File: src/design/gha_pkg.sv
package gha_pkg;

    localparam int DEF_NUM_SLOTS = 64;
    localparam int DEF_GEN_BITS  = 16;
    localparam int ACTION_W      = 2;
    localparam int STATUS_W      = 2;

    typedef enum logic [ACTION_W-1:0] {
        ACT_CREATE   = 2'd0,
        ACT_DESTROY  = 2'd1,
        ACT_CONTAINS = 2'd2,
        ACT_CLEAR    = 2'd3
    } action_t;

    typedef enum logic [STATUS_W-1:0] {
        STATUS_OK    = 2'd0,
        STATUS_FULL  = 2'd1,
        STATUS_STALE = 2'd2
    } status_t;

    typedef enum logic [2:0] {
        ST_INIT,
        ST_IDLE,
        ST_EXEC,
        ST_CLEAR,
        ST_HOLD
    } ctrl_state_t;

endpackage

File: src/design/generational_handle_allocator.sv
// Create, destroy and contains read the slot after the accepting edge and load the result
// register from that read; create first steps over each alive slot at the lowest-free hint.
// Clear makes one slot-memory read-modify-write per slot, then loads the result register.
// One item in flight: a new item is taken only after the result of the last has gone to the
// result register; a result that cannot drain holds s_ready low until it can.
// Reset: synchronous, active low; afterward a clearing pass writes every slot free at
// generation one while s_ready stays low.
module generational_handle_allocator #(
    parameter int   NUM_SLOTS = gha_pkg::DEF_NUM_SLOTS,
    parameter int   GEN_BITS  = gha_pkg::DEF_GEN_BITS,
    localparam int  IDX_W     = (NUM_SLOTS > 1) ? $clog2(NUM_SLOTS) : 1,
    localparam int  CNT_W     = $clog2(NUM_SLOTS + 1)
) (
    input  logic                         aclk,
    input  logic                         aresetn,
    input  logic                         s_valid,
    output logic                         s_ready,
    input  logic [gha_pkg::ACTION_W-1:0] s_action,
    input  logic [IDX_W-1:0]             s_handle_index,
    input  logic [GEN_BITS-1:0]          s_handle_generation,
    output logic                         m_valid,
    input  logic                         m_ready,
    output logic [gha_pkg::STATUS_W-1:0] m_status,
    output logic                         m_found,
    output logic [IDX_W-1:0]             m_new_index,
    output logic [GEN_BITS-1:0]          m_new_generation,
    output logic [CNT_W-1:0]             m_live_count
);

    logic                 out_free;
    logic                 res_valid;
    gha_pkg::status_t     res_status;
    logic                 res_found;
    logic [IDX_W-1:0]     res_new_index;
    logic [GEN_BITS-1:0]  res_new_generation;
    logic [CNT_W-1:0]     res_live_count;

    logic                 ram_we;
    logic [IDX_W-1:0]     ram_waddr;
    logic [GEN_BITS:0]    ram_wdata;
    logic [IDX_W-1:0]     ram_raddr;
    logic [GEN_BITS:0]    ram_rdata;

    logic                          m_valid_reg;
    logic [gha_pkg::STATUS_W-1:0]  m_status_reg;
    logic                          m_found_reg;
    logic [IDX_W-1:0]              m_index_reg;
    logic [GEN_BITS-1:0]           m_gen_reg;
    logic [CNT_W-1:0]              m_count_reg;

    gha_ctrl #(
        .NUM_SLOTS (NUM_SLOTS),
        .GEN_BITS  (GEN_BITS),
        .IDX_W     (IDX_W),
        .CNT_W     (CNT_W)
    ) u_ctrl (
        .aclk                (aclk),
        .aresetn             (aresetn),
        .s_valid             (s_valid),
        .s_ready             (s_ready),
        .s_action            (s_action),
        .s_handle_index      (s_handle_index),
        .s_handle_generation (s_handle_generation),
        .out_free            (out_free),
        .res_valid           (res_valid),
        .res_status          (res_status),
        .res_found           (res_found),
        .res_new_index       (res_new_index),
        .res_new_generation  (res_new_generation),
        .res_live_count      (res_live_count),
        .ram_we              (ram_we),
        .ram_waddr           (ram_waddr),
        .ram_wdata           (ram_wdata),
        .ram_raddr           (ram_raddr),
        .ram_rdata           (ram_rdata)
    );

    gha_ram #(
        .DEPTH  (NUM_SLOTS),
        .ADDR_W (IDX_W),
        .DATA_W (GEN_BITS + 1)
    ) u_ram (
        .aclk  (aclk),
        .we    (ram_we),
        .waddr (ram_waddr),
        .wdata (ram_wdata),
        .raddr (ram_raddr),
        .rdata (ram_rdata)
    );

    // The result register takes a new item when it is empty or being drained.
    assign out_free = !m_valid_reg || m_ready;

    always_ff @(posedge aclk) begin
        if (!aresetn) begin
            m_valid_reg <= 1'b0;
        end else if (res_valid && out_free) begin
            m_valid_reg <= 1'b1;
        end else if (m_ready) begin
            m_valid_reg <= 1'b0;
        end
    end

    always_ff @(posedge aclk) begin
        if (res_valid && out_free) begin
            m_status_reg <= res_status;
            m_found_reg  <= res_found;
            m_index_reg  <= res_new_index;
            m_gen_reg    <= res_new_generation;
            m_count_reg  <= res_live_count;
        end
    end

    assign m_valid          = m_valid_reg;
    assign m_status         = m_status_reg;
    assign m_found          = m_found_reg;
    assign m_new_index      = m_index_reg;
    assign m_new_generation = m_gen_reg;
    assign m_live_count     = m_count_reg;

endmodule

File: src/design/gha_ram.sv
module gha_ram #(
    parameter int DEPTH  = gha_pkg::DEF_NUM_SLOTS,
    parameter int ADDR_W = 6,
    parameter int DATA_W = gha_pkg::DEF_GEN_BITS + 1
) (
    input  logic              aclk,
    input  logic              we,
    input  logic [ADDR_W-1:0] waddr,
    input  logic [DATA_W-1:0] wdata,
    input  logic [ADDR_W-1:0] raddr,
    output logic [DATA_W-1:0] rdata
);

    logic [DATA_W-1:0] mem_reg [DEPTH];
    logic [DATA_W-1:0] rdata_reg;

    always_ff @(posedge aclk) begin
        if (we) begin
            mem_reg[waddr] <= wdata;
        end
        rdata_reg <= mem_reg[raddr];
    end

    assign rdata = rdata_reg;

endmodule

File: src/design/gha_ctrl.sv
module gha_ctrl #(
    parameter int NUM_SLOTS = gha_pkg::DEF_NUM_SLOTS,
    parameter int GEN_BITS  = gha_pkg::DEF_GEN_BITS,
    parameter int IDX_W     = 6,
    parameter int CNT_W     = 7
) (
    input  logic                         aclk,
    input  logic                         aresetn,
    input  logic                         s_valid,
    output logic                         s_ready,
    input  logic [gha_pkg::ACTION_W-1:0] s_action,
    input  logic [IDX_W-1:0]             s_handle_index,
    input  logic [GEN_BITS-1:0]          s_handle_generation,
    input  logic                         out_free,
    output logic                         res_valid,
    output gha_pkg::status_t             res_status,
    output logic                         res_found,
    output logic [IDX_W-1:0]             res_new_index,
    output logic [GEN_BITS-1:0]          res_new_generation,
    output logic [CNT_W-1:0]             res_live_count,
    output logic                         ram_we,
    output logic [IDX_W-1:0]             ram_waddr,
    output logic [GEN_BITS:0]            ram_wdata,
    output logic [IDX_W-1:0]             ram_raddr,
    input  logic [GEN_BITS:0]            ram_rdata
);

    localparam logic [IDX_W-1:0] LAST_IDX  = IDX_W'(NUM_SLOTS - 1);
    localparam logic [CNT_W-1:0] FULL_CNT  = CNT_W'(NUM_SLOTS);
    localparam logic [IDX_W:0]   SLOTS_EXT = (IDX_W + 1)'(NUM_SLOTS);

    gha_pkg::ctrl_state_t state_reg, state_next;
    gha_pkg::action_t     act_reg, act_next;
    logic [IDX_W-1:0]     idx_reg, idx_next;
    logic                 idx_ok_reg, idx_ok_next;
    logic [GEN_BITS-1:0]  gen_reg, gen_next;
    logic [CNT_W-1:0]     hint_reg, hint_next;
    logic [CNT_W-1:0]     total_reg, total_next;
    logic [IDX_W-1:0]     ptr_reg, ptr_next;

    gha_pkg::status_t     res_status_reg, res_status_next;
    logic                 res_found_reg, res_found_next;
    logic [IDX_W-1:0]     res_index_reg, res_index_next;
    logic [GEN_BITS-1:0]  res_gen_reg, res_gen_next;
    logic [CNT_W-1:0]     res_count_reg, res_count_next;

    logic                 fin;
    gha_pkg::status_t     fin_status;
    logic                 fin_found;
    logic [IDX_W-1:0]     fin_index;
    logic [GEN_BITS-1:0]  fin_gen;
    logic [CNT_W-1:0]     fin_count;

    logic                 rd_alive;
    logic [GEN_BITS-1:0]  rd_gen;
    logic [GEN_BITS-1:0]  gen_inc;
    logic [GEN_BITS-1:0]  gen_bump;
    logic [CNT_W-1:0]     hint_inc;
    logic                 handle_live;
    logic                 in_idx_ok;

    assign rd_alive    = ram_rdata[GEN_BITS];
    assign rd_gen      = ram_rdata[GEN_BITS-1:0];
    assign gen_inc     = rd_gen + GEN_BITS'(1);
    // A generation of zero marks an invalid handle, so the wrap lands on one.
    assign gen_bump    = (gen_inc == '0) ? GEN_BITS'(1) : gen_inc;
    assign hint_inc    = hint_reg + CNT_W'(1);
    assign handle_live = (gen_reg != '0) && idx_ok_reg && rd_alive && (rd_gen == gen_reg);
    assign in_idx_ok   = ({1'b0, s_handle_index} < SLOTS_EXT);
    assign s_ready     = (state_reg == gha_pkg::ST_IDLE);

    always_ff @(posedge aclk) begin
        if (!aresetn) begin
            state_reg <= gha_pkg::ST_INIT;
            hint_reg  <= '0;
            total_reg <= '0;
            ptr_reg   <= '0;
        end else begin
            state_reg <= state_next;
            hint_reg  <= hint_next;
            total_reg <= total_next;
            ptr_reg   <= ptr_next;
        end
    end

    always_ff @(posedge aclk) begin
        act_reg        <= act_next;
        idx_reg        <= idx_next;
        idx_ok_reg     <= idx_ok_next;
        gen_reg        <= gen_next;
        res_status_reg <= res_status_next;
        res_found_reg  <= res_found_next;
        res_index_reg  <= res_index_next;
        res_gen_reg    <= res_gen_next;
        res_count_reg  <= res_count_next;
    end

    always_comb begin
        state_next      = state_reg;
        act_next        = act_reg;
        idx_next        = idx_reg;
        idx_ok_next     = idx_ok_reg;
        gen_next        = gen_reg;
        hint_next       = hint_reg;
        total_next      = total_reg;
        ptr_next        = ptr_reg;
        res_status_next = res_status_reg;
        res_found_next  = res_found_reg;
        res_index_next  = res_index_reg;
        res_gen_next    = res_gen_reg;
        res_count_next  = res_count_reg;

        ram_we    = 1'b0;
        ram_waddr = ptr_reg;
        ram_wdata = {1'b0, GEN_BITS'(1)};
        ram_raddr = ptr_reg;

        fin        = 1'b0;
        fin_status = gha_pkg::STATUS_OK;
        fin_found  = 1'b0;
        fin_index  = '0;
        fin_gen    = '0;
        fin_count  = total_reg;

        res_valid          = 1'b0;
        res_status         = res_status_reg;
        res_found          = res_found_reg;
        res_new_index      = res_index_reg;
        res_new_generation = res_gen_reg;
        res_live_count     = res_count_reg;

        unique case (state_reg)
            gha_pkg::ST_INIT: begin
                // Every slot starts free at generation one.
                ram_we   = 1'b1;
                ptr_next = ptr_reg + IDX_W'(1);
                if (ptr_reg == LAST_IDX) begin
                    ptr_next   = '0;
                    state_next = gha_pkg::ST_IDLE;
                end
            end
            gha_pkg::ST_IDLE: begin
                if (s_valid) begin
                    act_next    = gha_pkg::action_t'(s_action);
                    idx_next    = s_handle_index;
                    idx_ok_next = in_idx_ok;
                    gen_next    = s_handle_generation;
                    state_next  = gha_pkg::ST_EXEC;
                    unique case (gha_pkg::action_t'(s_action))
                        gha_pkg::ACT_CREATE: begin
                            ram_raddr = (total_reg == FULL_CNT) ? '0 : hint_reg[IDX_W-1:0];
                        end
                        gha_pkg::ACT_DESTROY, gha_pkg::ACT_CONTAINS: begin
                            ram_raddr = in_idx_ok ? s_handle_index : '0;
                        end
                        gha_pkg::ACT_CLEAR: begin
                            ram_raddr  = '0;
                            ptr_next   = '0;
                            state_next = gha_pkg::ST_CLEAR;
                        end
                        default: begin
                            state_next = gha_pkg::ST_IDLE;
                        end
                    endcase
                end
            end
            gha_pkg::ST_EXEC: begin
                unique case (act_reg)
                    gha_pkg::ACT_CREATE: begin
                        if (total_reg == FULL_CNT) begin
                            fin        = 1'b1;
                            fin_status = gha_pkg::STATUS_FULL;
                        end else if (rd_alive) begin
                            // Every slot below the hint is alive, so step forward.
                            hint_next = hint_inc;
                            ram_raddr = hint_inc[IDX_W-1:0];
                        end else begin
                            ram_we     = 1'b1;
                            ram_waddr  = hint_reg[IDX_W-1:0];
                            ram_wdata  = {1'b1, rd_gen};
                            total_next = total_reg + CNT_W'(1);
                            hint_next  = hint_inc;
                            fin        = 1'b1;
                            fin_index  = hint_reg[IDX_W-1:0];
                            fin_gen    = rd_gen;
                            fin_count  = total_reg + CNT_W'(1);
                        end
                    end
                    gha_pkg::ACT_DESTROY: begin
                        fin = 1'b1;
                        if (handle_live) begin
                            ram_we     = 1'b1;
                            ram_waddr  = idx_reg;
                            ram_wdata  = {1'b0, gen_bump};
                            total_next = total_reg - CNT_W'(1);
                            fin_count  = total_reg - CNT_W'(1);
                            if (CNT_W'(idx_reg) < hint_reg) begin
                                hint_next = CNT_W'(idx_reg);
                            end
                        end else begin
                            fin_status = gha_pkg::STATUS_STALE;
                        end
                    end
                    gha_pkg::ACT_CONTAINS: begin
                        fin       = 1'b1;
                        fin_found = handle_live;
                    end
                    default: begin
                        state_next = gha_pkg::ST_IDLE;
                    end
                endcase
            end
            gha_pkg::ST_CLEAR: begin
                // Data for slot ptr arrives now while the next slot is read.
                if (rd_alive) begin
                    ram_we    = 1'b1;
                    ram_waddr = ptr_reg;
                    ram_wdata = {1'b0, gen_bump};
                end
                ram_raddr = ptr_reg + IDX_W'(1);
                ptr_next  = ptr_reg + IDX_W'(1);
                if (ptr_reg == LAST_IDX) begin
                    ram_raddr  = '0;
                    ptr_next   = '0;
                    total_next = '0;
                    hint_next  = '0;
                    fin        = 1'b1;
                    fin_count  = '0;
                end
            end
            gha_pkg::ST_HOLD: begin
                res_valid = 1'b1;
                if (out_free) begin
                    state_next = gha_pkg::ST_IDLE;
                end
            end
            default: begin
                state_next = gha_pkg::ST_IDLE;
            end
        endcase

        if (fin) begin
            res_valid          = 1'b1;
            res_status         = fin_status;
            res_found          = fin_found;
            res_new_index      = fin_index;
            res_new_generation = fin_gen;
            res_live_count     = fin_count;
            if (out_free) begin
                state_next = gha_pkg::ST_IDLE;
            end else begin
                state_next      = gha_pkg::ST_HOLD;
                res_status_next = fin_status;
                res_found_next  = fin_found;
                res_index_next  = fin_index;
                res_gen_next    = fin_gen;
                res_count_next  = fin_count;
            end
        end
    end

endmodule

File: config.mk
export PLATFORM = sky130hd
export DESIGN_NAME = generational_handle_allocator
export DESIGN_NICKNAME = d
export VERILOG_FILES = /design/src/design/gha_pkg.sv /design/src/design/generational_handle_allocator.sv /design/src/design/gha_ram.sv /design/src/design/gha_ctrl.sv
export SDC_FILE = /design/constraint.sdc
export NUM_CORES = 2
export LEC_CHECK = 0
export BUFFER_PORTS_ARGS = -buffer_cell sky130_fd_sc_hd__buf_2
export CAP_MARGIN = 20
export CORE_UTILIZATION = 55
export CTS_BUF_LIST = sky130_fd_sc_hd__clkbuf_16
export DETAILED_ROUTE_END_ITERATION = 8
export PLACE_DENSITY = 0.72
export SLEW_MARGIN = 25
export SYNTH_ARGS = -nofsm -noshare
export SYNTH_HDL_FRONTEND = slang
export SYNTH_SLANG_ARGS = --single-unit
File: constraint.sdc
create_clock -name aclk -period 6.1 [get_ports aclk]
set_input_delay 0 -clock aclk [delete_from_list [all_inputs] [get_ports aclk]]
set_output_delay 0 -clock aclk [all_outputs]
set_load 0.1 [all_outputs]
==> results.ini <==
[pwr]
power.density_nw_per_um2 = 416
p_leak_nw = 18.8
vdd_drop_max_v = 0.000382

[clocking]
cts_setup_buffers = 0
tritoncts = done
root_buffer = clkbuf_16
clock-sinks = 1217
clk_path_buf_depth = 3
cts_buffers = 118
post_cts_resized = 0
clk_pin_slew_worst_paths_ns = 0.06
worstSkewPairLatency_ns = 0.72
htreeDepth = 3

[die]
core_area_um2 = 90000
rows = 110
start_util_pct = 55.5
die_h_um = 303
die-area_um2 = 92100
io_pins = 62
die_w_um = 303

[worst_setup_path]
cp-startpoint = u_ctrl.state_reg[2]
reg2regPathDepth = 11
critPathCaptureType = flip-flop
r2r_end = u_ram.rdata[0]
critPathMaxFanout = 20
rrSetupSlack_ns = 0.90
cp.required_ns = 6.68
crit_path_end = u_ram.rdata[0]
arrival_ns = 5.78
start_kind = flip-flop
r2r-start = u_ctrl.state_reg[2]
worstSetupPathType = flip-flop to flip-flop

[finish]
multiInputGateArea_um2 = 12800
area_growth_pct = 12.8
stdcell_area_um2 = 56400
finalNonFillerCells = 5196
drive_gt1_share_pct = 12.2
final_nets = 3972
area.sequential_um2 = 36100
largest_reg_flops = 1088
n_fill_cell = 6536

[timing]
final_max_slew_viol_count = 0
holdWs_ns = 0.00937
setup_tns_ns = 0
hold_violations = 0
worst_pin_slew_ns = 1.19
rsz0062_at_grt = no
fin_ws_ns = 0.898
max-slew-margin-rel_pct = 20.1
finalSetupViolCount = 0
clock_skew_ns = 0.0456
period_share_pct = 85.3
max_freq_mhz = 192
period_minus_slack_ns = 5.20

[global_route]
grt_max_degree = 144
grt_pass1_wl_um = 205000
grt_overflow = 0
grt_util_all_layers_pct = 30.3
first_global_vias = 31429
grt_antenna_before_repair = 5

[place]
placed_cells = 4943
dpl-instance-area_um2 = 52400
gp_congestion = 0.978
dp_hpwl_um = 82600
io_buffers = 61
place_ws_ns = 1.04

[synth]
synthDistinctLibCells = 83
mappedNetlistArea_um2 = 50000
avgSynthCellArea_um2 = 13.2
syn_nets = 3833
synth.area.top_cells = edfxtp_1 71%, nand2_1 6.0%, a211oi_1 2.3%, nand3_1 2.1%, and3_1 1.8%
synth_edf_count = 1176
synth_ff_type = edfxtp_1
ys_ff_latch = 1217
synth_area_leader_cell = edfxtp_1
yosysMostFrequentCell = edfxtp_1
async_flop_share_pct = 0
ys_seq_area_share_pct = 72.3
synth_top_area_share_pct = 70.7
ys_top_cells_by_count = 1176 x edfxtp_1, 794 x nand2_1, 211 x nand3_1
yosysWarnings = 0
netlist_instances = 3789

[route]
dr.pass1.iters = 6
wl_um = 141000
avgViaCountPerCell = 6.47
wl_per_cell_um = 27.1
drc = 0
drtIter0Drc = 4969
vias = 33598
detail-route-antenna-nets = 0

[status]
outcome = complete, no violations

[worst_hold_path]
hold_path_class = input port to flip-flop

[flow_run]
cap_viol_max_count = 0

-- worst min-delay path by stage --
stage                                  from            endpoint  slack [ns]  cells past startpoint
finish               s_handle_generation[1]   u_ctrl.gen_reg[1]       0.009                      2
detailed placement  s_handle_generation[15]  u_ctrl.gen_reg[15]        0.18                      1
global placement     s_handle_generation[3]   u_ctrl.gen_reg[3]        0.18                      1
floorplan                       s_action[0]   u_ctrl.act_reg[0]         0.1                      0
CTS                  s_handle_generation[1]   u_ctrl.gen_reg[1]       0.001                      2
global route         s_handle_generation[1]   u_ctrl.gen_reg[1]        0.03                      2
-- cell families after synthesis --
group                      Yosys count  synth area share [%]
buffers and inverters              304                  2.60
DFF                               1217                  72.3
and+or+nand+nor                   1456                  13.2
adders and majority gates           16                 0.401
xor gates and xnor gates            37                 0.649
muxes                               64                  1.33
AOI/OAI and AO/OA                  695                  9.50
-- power breakdown --
| group | switching [W] | leakage, nW | internal [W] |
|---|---|---|---|
| logic | 0.00482 | 6.71 | 0.00190 |
| clock network | 0.00308 | 1.86 | 0.00374 |
| registers | 0.000339 | 10.2 | 0.00956 |
-- layer usage --
metal	wire length [um]	GRT usage, %
met5	28	0
met3	17000	6.14
met2	64000	46.2
met4	5910	13.2
met1	53700	42.7
-- critical path, cell delays in order (launching register included) --
cell       delay (ns)
dfxtp_1          0.66
nand4bb_1        0.35
inv_1            0.25
buf_4            0.29
nand3_1          0.13
o41ai_2          0.11
or4_2            0.98
nor2_8           0.46
nand3_1          0.23
a311oi_1         0.80
o41ai_1          0.32
or3_1            0.47
-- layout by cell type (no fill, tap or decap), types with 41 or more instances in the layout --
cell	n
clkbuf_16	120
edfxtp_1	1176
mux2i_1	45
nand2_1	792
a31oi_1	139
nand3_1	211
a311oi_1	42
a21oi_1	101
buf_4	172
buf_2	61
a211oi_1	151
inv_1	69
nor2_1	156
and3_1	145
o21ai_0	104
dfxtp_1	41
-- through the flow --
stage,util (%),total power [W]
2_1_floorplan,-,0.0142
3_3_place_gp,58.2,0.0165
3_5_place_dp,58.2,0.0166
4_1_cts,62.6,0.0233
5_1_grt,62.6,0.0242
6_report,62.6,0.0234
-- timing repair --
item | CTS | global route
endpoints found under the setup margin | 0 | 0
hold buffers | 39 | 0
endpoints found under the hold margin | 48 | 0
-- final cells by class --
type / instances / share of cell area, %
Tap cell: 1176 / 2.61
Clock buffer: 120 / 5.33
Sequential cell: 1217 / 64.1
Clock inverter: 88 / 0.961
Multi-Input combinational cell: 2268 / 22.7
Antenna cell: 4 / 0.0178
Inverter: 35 / 0.233
Timing Repair Buffer: 288 / 4.10
No activity file was read; power rests on OpenSTA's default activity.
